**src/design/pfrc_pkg.sv**
```systemverilog
package pfrc_pkg;

	localparam int REGION_COUNT_DEF = 16;
	localparam int PAGE_BITS_DEF    = 12;

	localparam int ADDR_W      = 32;
	localparam int FLAGS_W     = 4;
	localparam int CODE_W      = 2;
	localparam int STATUS_W    = 3;
	localparam int PAGE_ADDR_W = 20;
	localparam int HIT_W       = 4;

	// flag bit positions
	localparam int FLAG_READ  = 0;
	localparam int FLAG_WRITE = 1;
	localparam int FLAG_EXEC  = 2;
	localparam int FLAG_STACK = 3;

	// fault code bit positions
	localparam int CODE_PRESENT = 0;
	localparam int CODE_WRITE   = 1;

	typedef enum logic {
		OP_LOAD  = 1'b0,
		OP_CHECK = 1'b1
	} op_t;

	typedef enum logic [STATUS_W-1:0] {
		ST_OK            = 3'd0,
		ST_NO_REGION     = 3'd1,
		ST_READ_DENIED   = 3'd2,
		ST_WRITE_DENIED  = 3'd3,
		ST_LOAD_REJECTED = 3'd4
	} status_t;

endpackage

```
**src/design/page_fault_region_check_core.sv**
```systemverilog
// Region table with page fault check.
//
// Request channel: drive the request fields and raise start; a request is
// taken at a rising edge where start is high and busy is low. operation
// selects a region load (writes or clears one table slot) or a fault check
// (finds the first valid slot whose end page lies above the faulting page and
// applies the stack guard and permission rules).
// Result channel: done is high for exactly one cycle with status,
// page_address, user_writable and hit_index; the receiver cannot stall it.
// Timing: a request passes the input register, then the result register, to done.
// Throughput: one request per cycle while busy is low; a check sees every
// load taken before it, since the table is written at the end of the
// input-register stage, where the check of the next request reads it. The
// per-cycle figure is set by the parallel compare over all slots and the
// priority pick in that stage.
// Reset: asynchronous, active low. It clears every valid bit at once, so no
// clearing pass follows; busy stays high for the first cycle after reset is
// released. Slot data is undefined until a load writes it and is only read
// through a valid slot.
module page_fault_region_check_core
	import pfrc_pkg::*;
#(
	parameter int REGION_COUNT = REGION_COUNT_DEF,
	parameter int PAGE_BITS    = PAGE_BITS_DEF
) (
	input  logic                   clk,
	input  logic                   arst_n,
	input  logic                   start,
	output logic                   busy,
	input  logic                   operation,
	input  logic [HIT_W-1:0]       region_index,
	input  logic                   region_enable,
	input  logic [ADDR_W-1:0]      region_start,
	input  logic [ADDR_W-1:0]      region_end,
	input  logic [FLAGS_W-1:0]     region_flags,
	input  logic [ADDR_W-1:0]      fault_address,
	input  logic [CODE_W-1:0]      fault_code,
	output logic                   done,
	output logic [STATUS_W-1:0]    status,
	output logic [PAGE_ADDR_W-1:0] page_address,
	output logic                   user_writable,
	output logic [HIT_W-1:0]       hit_index
);

	// page number width and end page width (end may reach 2^PW)
	localparam int PW    = ADDR_W - PAGE_BITS;
	localparam int IDX_W = (REGION_COUNT > 1) ? $clog2(REGION_COUNT) : 1;
	localparam int SEL_W = (IDX_W > HIT_W) ? IDX_W : HIT_W;
	localparam logic [ADDR_W:0] PAGE_MASK = (ADDR_W+1)'((64'd1 << PAGE_BITS) - 64'd1);

	// ---------------- input register ----------------
	logic                 busy_q;
	logic                 req_s1;
	op_t                  op_s1;
	logic [HIT_W-1:0]     region_index_s1;
	logic                 region_enable_s1;
	logic [ADDR_W-1:0]    region_start_s1;
	logic [ADDR_W-1:0]    region_end_s1;
	logic [FLAGS_W-1:0]   region_flags_s1;
	logic [ADDR_W-1:0]    fault_address_s1;
	logic [CODE_W-1:0]    fault_code_s1;

	logic accept;

	assign accept = start && !busy_q;
	assign busy   = busy_q;

	// busy only covers the first cycle out of reset
	always_ff @(posedge clk or negedge arst_n) begin
		if (!arst_n) begin
			busy_q <= 1'b1;
			req_s1 <= 1'b0;
		end else begin
			busy_q <= 1'b0;
			req_s1 <= accept;
		end
	end

	// hold the request payload; no reset needed
	always_ff @(posedge clk) begin
		if (accept) begin
			op_s1            <= op_t'(operation);
			region_index_s1  <= region_index;
			region_enable_s1 <= region_enable;
			region_start_s1  <= region_start;
			region_end_s1    <= region_end;
			region_flags_s1  <= region_flags;
			fault_address_s1 <= fault_address;
			fault_code_s1    <= fault_code;
		end
	end

	// ---------------- region table ----------------
	logic [PW-1:0]      start_page_q [REGION_COUNT];
	logic [PW:0]        end_page_q   [REGION_COUNT];
	logic [FLAGS_W-1:0] flag_bits_q  [REGION_COUNT];
	logic [REGION_COUNT-1:0] entry_valid_q;

	// ---------------- load decode ----------------
	logic [SEL_W-1:0]  load_slot;
	logic              slot_bad;
	logic              load_rejected;
	logic              load_go;
	logic [ADDR_W:0]   end_round;
	logic [PW-1:0]     new_start_page;
	logic [PW:0]       new_end_page;

	assign load_slot      = SEL_W'(region_index_s1);
	assign slot_bad       = 32'(region_index_s1) >= 32'(REGION_COUNT);
	// a clear needs only a legal slot; a set also needs a non-empty range and flags
	assign load_rejected  = slot_bad ||
		(region_enable_s1 &&
		 ((region_start_s1 >= region_end_s1) || (region_flags_s1 == '0)));
	assign load_go        = req_s1 && (op_s1 == OP_LOAD) && !load_rejected;
	// round the end up to a page; the carry keeps the page just past the top
	assign end_round      = {1'b0, region_end_s1} + PAGE_MASK;
	assign new_start_page = region_start_s1[ADDR_W-1:PAGE_BITS];
	assign new_end_page   = end_round[ADDR_W:PAGE_BITS];

	always_ff @(posedge clk or negedge arst_n) begin
		if (!arst_n) begin
			entry_valid_q <= '0;
		end else begin
			for (int i = 0; i < REGION_COUNT; i++) begin
				if (load_go && (load_slot == SEL_W'(i))) begin
					entry_valid_q[i] <= region_enable_s1;
				end
			end
		end
	end

	// slot data kept across a clear
	always_ff @(posedge clk) begin
		for (int i = 0; i < REGION_COUNT; i++) begin
			if (load_go && region_enable_s1 && (load_slot == SEL_W'(i))) begin
				start_page_q[i] <= new_start_page;
				end_page_q[i]   <= new_end_page;
				flag_bits_q[i]  <= region_flags_s1;
			end
		end
	end

	// ---------------- fault check ----------------
	logic [PW-1:0]           addr_page;
	logic [REGION_COUNT-1:0] cand;
	logic [REGION_COUNT-1:0] below;
	logic [REGION_COUNT-1:0] guard;
	logic [REGION_COUNT-1:0] first;
	logic                    hit_any;
	logic                    sel_below;
	logic                    sel_guard;
	logic [FLAGS_W-1:0]      sel_flags;
	logic [HIT_W-1:0]        sel_index;

	assign addr_page = fault_address_s1[ADDR_W-1:PAGE_BITS];

	// compare every slot against the faulting page in parallel
	always_comb begin
		for (int i = 0; i < REGION_COUNT; i++) begin
			cand[i]  = entry_valid_q[i] && (end_page_q[i] > {1'b0, addr_page});
			below[i] = start_page_q[i] > addr_page;
			guard[i] = flag_bits_q[i][FLAG_STACK] && (start_page_q[i] == addr_page);
		end
	end

	// lowest-numbered candidate wins; fields are picked through the one-hot mask
	always_comb begin
		logic seen;
		seen      = 1'b0;
		sel_below = 1'b0;
		sel_guard = 1'b0;
		sel_flags = '0;
		sel_index = '0;
		for (int i = 0; i < REGION_COUNT; i++) begin
			first[i] = cand[i] && !seen;
			seen     = seen || cand[i];
		end
		for (int i = 0; i < REGION_COUNT; i++) begin
			sel_below = sel_below | (first[i] & below[i]);
			sel_guard = sel_guard | (first[i] & guard[i]);
			sel_flags = sel_flags | ({FLAGS_W{first[i]}} & flag_bits_q[i]);
			sel_index = sel_index | ({HIT_W{first[i]}} & HIT_W'(i));
		end
		hit_any = seen;
	end

	// ---------------- result ----------------
	status_t                res_status;
	logic [PAGE_ADDR_W-1:0] res_page;
	logic                   res_wr;
	logic [HIT_W-1:0]       res_hit;
	logic [ADDR_W-1:0]      addr_shifted;

	assign addr_shifted = fault_address_s1 >> PAGE_BITS;

	always_comb begin
		res_status = ST_OK;
		res_page   = '0;
		res_wr     = 1'b0;
		res_hit    = '0;
		if (op_s1 == OP_LOAD) begin
			res_status = load_rejected ? ST_LOAD_REJECTED : ST_OK;
		end else begin
			priority if (!hit_any || sel_below) begin
				res_status = ST_NO_REGION;
			end else if (sel_guard) begin
				res_status = ST_READ_DENIED;
				res_hit    = sel_index;
			end else if (fault_code_s1[CODE_WRITE]) begin
				res_hit = sel_index;
				if (!sel_flags[FLAG_WRITE]) begin
					res_status = ST_WRITE_DENIED;
				end else begin
					res_page = addr_shifted[PAGE_ADDR_W-1:0];
					res_wr   = 1'b1;
				end
			end else begin
				res_hit = sel_index;
				// a read of a present page is a protection fault
				if (fault_code_s1[CODE_PRESENT] ||
				    !(sel_flags[FLAG_READ] || sel_flags[FLAG_EXEC])) begin
					res_status = ST_READ_DENIED;
				end else begin
					res_page = addr_shifted[PAGE_ADDR_W-1:0];
					res_wr   = sel_flags[FLAG_WRITE];
				end
			end
		end
	end

	logic                   done_s2;
	status_t                status_s2;
	logic [PAGE_ADDR_W-1:0] page_address_s2;
	logic                   user_writable_s2;
	logic [HIT_W-1:0]       hit_index_s2;

	always_ff @(posedge clk or negedge arst_n) begin
		if (!arst_n) begin
			done_s2 <= 1'b0;
		end else begin
			done_s2 <= req_s1;
		end
	end

	always_ff @(posedge clk) begin
		if (req_s1) begin
			status_s2        <= res_status;
			page_address_s2  <= res_page;
			user_writable_s2 <= res_wr;
			hit_index_s2     <= res_hit;
		end
	end

	assign done          = done_s2;
	assign status        = status_s2;
	assign page_address  = page_address_s2;
	assign user_writable = user_writable_s2;
	assign hit_index     = hit_index_s2;

	// ---------------- assertions ----------------
	a_latency: assert property (@(posedge clk) disable iff (!arst_n)
		done == $past(start && !busy, 2))
		else $error("result strobe does not follow an accepted request by two cycles");

	a_fail_clean: assert property (@(posedge clk) disable iff (!arst_n)
		(done && (status != ST_OK)) |-> ((page_address == '0) && !user_writable))
		else $error("failed request reports a page or a writable mapping");

	a_no_hit: assert property (@(posedge clk) disable iff (!arst_n)
		(done && ((status == ST_NO_REGION) || (status == ST_LOAD_REJECTED)))
		|-> (hit_index == '0))
		else $error("hit index set without a matched region");

endmodule
```
**config.mk**
```make
export PLATFORM = sky130hd
export DESIGN_NAME = page_fault_region_check_core
export DESIGN_NICKNAME = d
export VERILOG_FILES = /design/src/design/pfrc_pkg.sv /design/src/design/page_fault_region_check_core.sv
export SDC_FILE = /design/constraint.sdc
export NUM_CORES = 2
export LEC_CHECK = 0
export ABC_CLOCK_PERIOD_IN_PS = 8800
export BUFFER_PORTS_ARGS = -buffer_cell sky130_fd_sc_hd__buf_2
export CORE_ASPECT_RATIO = 0.75
export CORE_UTILIZATION = 54
export CTS_CLUSTER_DIAMETER = 80
export DETAILED_ROUTE_END_ITERATION = 16
export PLACE_DENSITY = 0.68
export SLEW_MARGIN = 20
export SYNTH_ARGS = -nofsm -noshare
export SYNTH_HDL_FRONTEND = slang
export SYNTH_SLANG_ARGS = --single-unit
```
**constraint.sdc**
```tcl
create_clock -name clk -period 8.8 [get_ports clk]
set_input_delay 1.76 -clock clk [delete_from_list [all_inputs] [get_ports clk]]
set_output_delay 1.76 -clock clk [all_outputs]
set_load 0.02 [all_outputs]
```
# Word-level counts from Yosys, hierarchy flattened
# Memories as Yosys holds them, arrays and structs flattened.
# Cells that the tools add are included.
[word_totals] n_memories=3 mem_bits_rw=720 wordCells=558 register_bits=155 output_inout_bits=30 in_bits=111
[classes] n_reduce_logical=171 magnitude_cmp=33 eq_ne=31 bitwise_logic=108 add_sub_neg=1 muxes=180
[memory_table] memory="end_page_q" words=16 word_bits=21 read_ports=16 rd_ports_with_merged_regs=0 write_ports=1 line_no="page_fault_region_check_core.sv:95" rtl="logic [PW:0] end_page_q [REGION_COUNT];"
[memory_table] memory="start_page_q" words=16 word_bits=20 read_ports=16 rd_ports_with_merged_regs=0 write_ports=1 line_no="page_fault_region_check_core.sv:94" rtl="logic [PW-1:0] start_page_q [REGION_COUNT];"
[memory_table] memory="flag_bits_q" words=16 word_bits=4 read_ports=16 rd_ports_with_merged_regs=0 write_ports=1 line_no="page_fault_region_check_core.sv:96" rtl="logic [FLAGS_W-1:0] flag_bits_q [REGION_COUNT];"
[ops] operator="2-to-1 mux 20 bit" count=18
[ops] operator="> comparator 21 x 20 -> 1 bit" count=16
[ops] operator="== test 20 bit" count=16
[ops] operator="> comparator 20 bit" count=16
[ops] operator="2-to-1 mux 21 bit" count=15
[ops] operator="OR reduction 21 bit" count=15
[ops] operator="OR reduction 20 bit" count=15
[ops] operator="2-to-1 mux 4 bit" count=60
[ops] operator="logical AND 1 bit" count=84
[ops] operator="2-to-1 mux 1 bit" count=80
[ops] operator="OR reduction 4 bit" count=15
[ops] operator="bitwise OR 3 bit" count=18
[ops] operator="bitwise AND 3 bit" count=16
[ops] operator="adder 32 x 12 -> 33 bit (second input constant)" count=1
[ops] operator="bitwise AND 1 bit" count=32
[ops] operator="== test 4 bit (second input constant)" count=8
[ops] operator=">= comparator 32 bit" count=1
[ops] operator="bitwise OR 1 bit" count=30
[ops] operator="bitwise OR 4 bit" count=7
[ops] operator="logical NOT 1 bit" count=19
[ops] operator="logical OR 1 bit" count=19
[ops] operator="== test 4 x 3 -> 1 bit (second input constant)" count=4
[ops] operator="2-to-1 mux 3 bit" count=5
[ops] operator="== test 4 x 2 -> 1 bit (second input constant)" count=2
[ops] operator="other kinds (10)" count=12

# Logic depth before layout (Yosys ltp)
# An unclocked memory read counts as a cell.
[depth] word_depth=29 mapped_depth=15 depth_no_buf=13

# Worst setup path before layout
# OpenSTA, ideal clock, no wires.
[synth_path] kind="in2reg" from="input start" to="register req_s1" path_slack_ps=2259 setup_ps=575 arrival_ps=5966 stages=1 path_buffers=0 required_ps=8225 cell_sequence="nor2b_1"
[synth_via] elab_chain_cells=1
[synth_lines] item="start, declared" line_no="page_fault_region_check_core.sv:28" rtl="input logic start,"
[synth_lines] item="logical AND 1 bit" line_no="page_fault_region_check_core.sv:65" rtl="assign accept = start && !busy_q;"
[synth_lines] item="end signal, assigned" line_no="page_fault_region_check_core.sv:75" rtl="req_s1 <= accept;"
[synth_lines] item="end, declared" line_no="page_fault_region_check_core.sv:53" rtl="logic req_s1;"
# Every way passes these cells.
# A chain may end at the register's enable or synchronous reset.

# Final worst setup path
[layout_path] from="register fault_address_s1[21]" to="register page_address_s2[0] (netlist: page_address[0]) (data pin)"
[layout_via] elab_chain_cells=25 elab_cells_between_ends=227 classes_between="order compare: 32; eq/ne: 16; mux: 3; bitwise: 93; reduce/logical: 83"
[layout_lines] item="start, declared" line_no="page_fault_region_check_core.sv:60" rtl="logic [ADDR_W-1:0] fault_address_s1;"
[layout_lines] item="start signal, assigned" line_no="page_fault_region_check_core.sv:88" rtl="fault_address_s1 <= fault_address;"
[layout_lines] item="> comparator 21 x 20 -> 1 bit" line_no="page_fault_region_check_core.sv:160" rtl="cand[i] = entry_valid_q[i] && (end_page_q[i] > {1'b0, addr_page});"
[layout_lines] item="logical AND 1 bit" line_no="page_fault_region_check_core.sv:160"
[layout_lines] item="logical NOT 1 bit or logical OR 1 bit (tied branches)" line_no="page_fault_region_check_core.sv:175, page_fault_region_check_core.sv:176"
[layout_lines] item="logical AND 1 bit (tied with other cells)" line_no="page_fault_region_check_core.sv:175" rtl="first[i] = cand[i] && !seen;"
[layout_lines] item="bitwise AND 3 bit (tied with other cells)" line_no="page_fault_region_check_core.sv:181" rtl="sel_flags = sel_flags | ({FLAGS_W{first[i]}} & flag_bits_q[i]);"
[layout_lines] item="bitwise OR 3 bit (tied with other cells) (13 in series)" line_no="page_fault_region_check_core.sv:181"
[layout_lines] item="bitwise OR 3 bit or bitwise AND 3 bit (tied branches)" line_no="page_fault_region_check_core.sv:181"
[layout_lines] item="bitwise OR 3 bit" line_no="page_fault_region_check_core.sv:181"
[layout_lines] item="logical OR 1 bit" line_no="page_fault_region_check_core.sv:221" rtl="!(sel_flags[FLAG_READ] || sel_flags[FLAG_EXEC])) begin"
[layout_lines] item="logical NOT 1 bit" line_no="page_fault_region_check_core.sv:221"
[layout_lines] item="logical OR 1 bit" line_no="page_fault_region_check_core.sv:220" rtl="if (fault_code_s1[CODE_PRESENT] ||"
[layout_lines] item="2-to-1 mux 20 bit" line_no="page_fault_region_check_core.sv:220"
[layout_lines] item="2-to-1 mux 20 bit" line_no="page_fault_region_check_core.sv:209" rtl="end else if (fault_code_s1[CODE_WRITE]) begin"
[layout_lines] item="end signal, assigned" line_no="page_fault_region_check_core.sv:248" rtl="page_address_s2 <= res_page;"
[layout_lines] item="end, declared" line_no="page_fault_region_check_core.sv:233" rtl="logic [PAGE_ADDR_W-1:0] page_address_s2;"
# Parallel ways exist; a longest one is shown, timed or not.

==> flow_metrics.env <==
export IMPL_pre_cts_ws_ns=2.85
export IMPL_cts_htree_levels=3
export IMPL_die_y_um=246
export IMPL_fillers=5865
export IMPL_hold_violations=0
export IMPL_hold_path_class="flip-flop to flip-flop"
export IMPL_wirelength_mm=121
export IMPL_synth_edf_count=844
export IMPL_globalRouteTotalUtil_pct=30.3
export IMPL_hold_buffers=0
export IMPL_post_route_util_pct=61.8
export IMPL_antenna_found_initial=10
export IMPL_seq_area_frac_synth_pct=60.2
export IMPL_drtIter0Drc=3191
export IMPL_fin_area_um2=48600
export IMPL_worst_pin_slew_ns=1.16
export IMPL_total_power_mw=8.97
export IMPL_setup_violations_final=0
export IMPL_io_pins=141
export IMPL_yosys_register_bits=863
export IMPL_synth_area_per_cell_um2=14.3
export IMPL_period_share_pct=69.6
export IMPL_hpwl_mm=77.0
export IMPL_grt_pass1_vias=27900
export IMPL_drive_gt1_share_pct=12.2
export IMPL_r2r_slack_ns=2.68
export IMPL_dp_cells=4230
export IMPL_final_max_slew_viol_count=0
export IMPL_max_cap_viol_count=0
export IMPL_period_minus_slack_ns=6.12
export IMPL_ys_top_cells_by_area="edfxtp_1, ha_1, a21oi_1"
export IMPL_fmax_mhz=163
export IMPL_outcome="completed"
export IMPL_syn_area_um2=42900
export IMPL_clk_pin_slew_ns=0.06
export IMPL_root_buffer="clkbuf_16"
export IMPL_grt_overflow_total=0
export IMPL_fin_cells=4388
export IMPL_portBuffers=128
export IMPL_power_density_nw_per_um2=185
export IMPL_clk_latency_ns=0.67
export IMPL_dpl_cell_area_um2=45700
export IMPL_critPathArrivalTime_ns=6.63
export IMPL_yosys_most_used_dff="edfxtp_1"
export IMPL_cp_max_fo=20
export IMPL_setup_slack_ns=2.68
export IMPL_relSlewSlack_pct=23.0
export IMPL_worstPathRequired_ns=9.31
export IMPL_ys_types=91
export IMPL_cts_tree="yes"
export IMPL_syn_inst=2993
export IMPL_synth_area_leader_cell="edfxtp_1"
export IMPL_synth_top_area_share_pct=59.1
export IMPL_grt_max_degree=71
export IMPL_cts_setup_buffers=0
export IMPL_cts_buffer_depth=3
export IMPL_ant_nets=0
export IMPL_dieWidth_um=327
export IMPL_cts_sinks=863
export IMPL_critPathKind="flip-flop to flip-flop"
export IMPL_rsz0062_at_grt="false"
export IMPL_vias=28000
export IMPL_syn_nets=3776
export IMPL_cts_buffers=84
export IMPL_nets=4053
export IMPL_postSynth_asyncResetShare_pct=2.20
export IMPL_core_um2=78600
export IMPL_cp_start_kind="flip-flop"
export IMPL_clock_skew_ns=0.0315
export IMPL_tns_ns=0
export IMPL_ctsResizeCount=0
export IMPL_route_detailed_drc=0
export IMPL_dr_pass1_iters=5
export IMPL_rows=89
export IMPL_place_gp_congestion=0.951
export IMPL_via_per_inst=6.39
export IMPL_grt_pass1_wl_mm=177
export IMPL_initial_utilization_pct=54.5
export IMPL_area_delta_synth_final_pct=13.3
export IMPL_yosys_warnings=0
export IMPL_endpoint_kind="flip-flop"
export IMPL_dieArea_um2=80500
export IMPL_leakagePower_nw=19.1
export IMPL_wl_per_cell_um=27.6
export IMPL_hold_worst_slack_ns=0.533
export IMPL_vdd_drop_max_v=0.000159
==> cells in the mapped netlist, types with 5 or more instances <==
cell and instances:
and2_1 26, o221ai_1 11, nor4_1 19, inv_1 113
edfxtp_1 844, nand3b_1 6, a221o_1 7, nand2b_1 33
nor2b_1 38, o211ai_1 24, a21boi_0 6, o31ai_1 10
a221oi_1 9, a2111oi_0 14, nand4_1 116, and3_1 20
nand4b_1 6, and4_1 21, a311oi_1 7, a31oi_1 19
a211o_1 9, nor3_1 48, a211oi_1 27, and4b_1 9
ha_1 672, nand2_1 110, dfrtp_1 18, a21o_1 110
or2_2 11, o21ai_0 85, or4_1 7, a21oi_1 203
xnor2_1 19, nor2_1 90, clkbuf_1 8, o21a_1 11
nand3_1 96, a2111o_1 5, o21bai_1 7, o2111ai_1 8
or3_1 11
==> flip-flops by register name, summed over array words and instances (netlist names) <==
| name | flops |
|---|---|
| start_page_q | 320 |
| fault_code_s1 | 2 |
| entry_valid_q | 16 |
| region_start_s1 | 32 |
| status | 3 |
| fault_address_s1 | 20 |
| load_slot | 4 |
| user_writable | 1 |
| flag_bits_q | 64 |
| done | 1 |
| region_enable_s1 | 1 |
| region_flags_s1 | 4 |
| req_s1 | 1 |
| busy | 1 |
| end_page_q | 336 |
| op_s1 | 1 |
| hit_index | 4 |
| region_end_s1 | 32 |
| page_address | 20 |
==> placed cells by master, fill, tap and decap left out, types with 20 or more instances in the layout <==
cell and instances:
nand3_1 96, and3_1 20, nor2_1 79, clkbuf_1 20
a211oi_1 27, a21oi_1 203, nand2b_1 33, ha_1 672
buf_2 128, nor3_1 43, edfxtp_1 844, and4_1 21
nand2_1 110, o21ai_0 85, nor2b_1 37, o211ai_1 24
nand4_1 116, buf_4 77, a21o_1 110, clkbuf_16 88
and2_1 26, inv_1 96, clkinv_1 28
==> critical path: stages, from the launching register on <==
cell and delay [ns]:
edfxtp_1 0.34, clkinv_1 0.84, buf_4 0.57, ha_1 0.32, nand4_1 0.22, inv_1 0.07, a221oi_1 0.55, nor4_1 0.25
o21a_1 0.27, nor4_1 0.86, a221o_1 0.35, a221o_2 0.18, nor3_2 0.07, nor4_4 0.82, and2_1 0.24
==> power breakdown <==
| part | switching (mW) | total (mW) | internal [mW] |
|---|---|---|---|
| Sequential | 0.0355 | 4.58 | 4.54 |
| Combinational | 0.428 | 0.633 | 0.204 |
| Clock | 1.57 | 3.76 | 2.19 |
==> area by class of cell <==
cell class	count	area, um2	share of cell area (%)
well taps	1046	1310	2.69
flip-flops and latches	863	25800	53.1
repair buffers	206	1240	2.55
diodes	3	7.51	0.0155
clock inverters	43	500	1.03
inverters	113	424	0.873
multi-input cells	2002	17000	34.9
clock buffers	112	2330	4.80
==> path summary, 6_finish.rpt <==
path,from,to,cells past startpoint
min in group asynchronous,arst_n,done,1
worst max-delay path,fault_address_s1[21],page_address[0],14
max in group asynchronous,arst_n,busy,1
worst min register to register,entry_valid_q[14],entry_valid_q[14],2
worst max register to register,fault_address_s1[21],page_address[0],14
worst min-delay path,entry_valid_q[14],entry_valid_q[14],2
==> kinds of logic after synthesis <==
logic type | synth area share [%]
AO/OA/AOI/OAI | 9.65
flip-flops | 60.2
adder cells (fa/ha/maj) | 19.6
XOR/XNOR | 0.388
multiplexers | 0.0233
buffers and inverters | 1.16
other | 0.00875
AND/OR/NAND/NOR | 8.94
==> layer usage <==
layer | vias up | track usage, % | wire length (um)
li1 | 12600 | - | -
met3 | 251 | 5.72 | 12100
met2 | 1360 | 45.7 | 52800
met1 | 13900 | 44.0 | 52200
met4 | 4 | 10.3 | 3840
met5 | - | 0 | 23
Power figures use the tool's default switching activity.
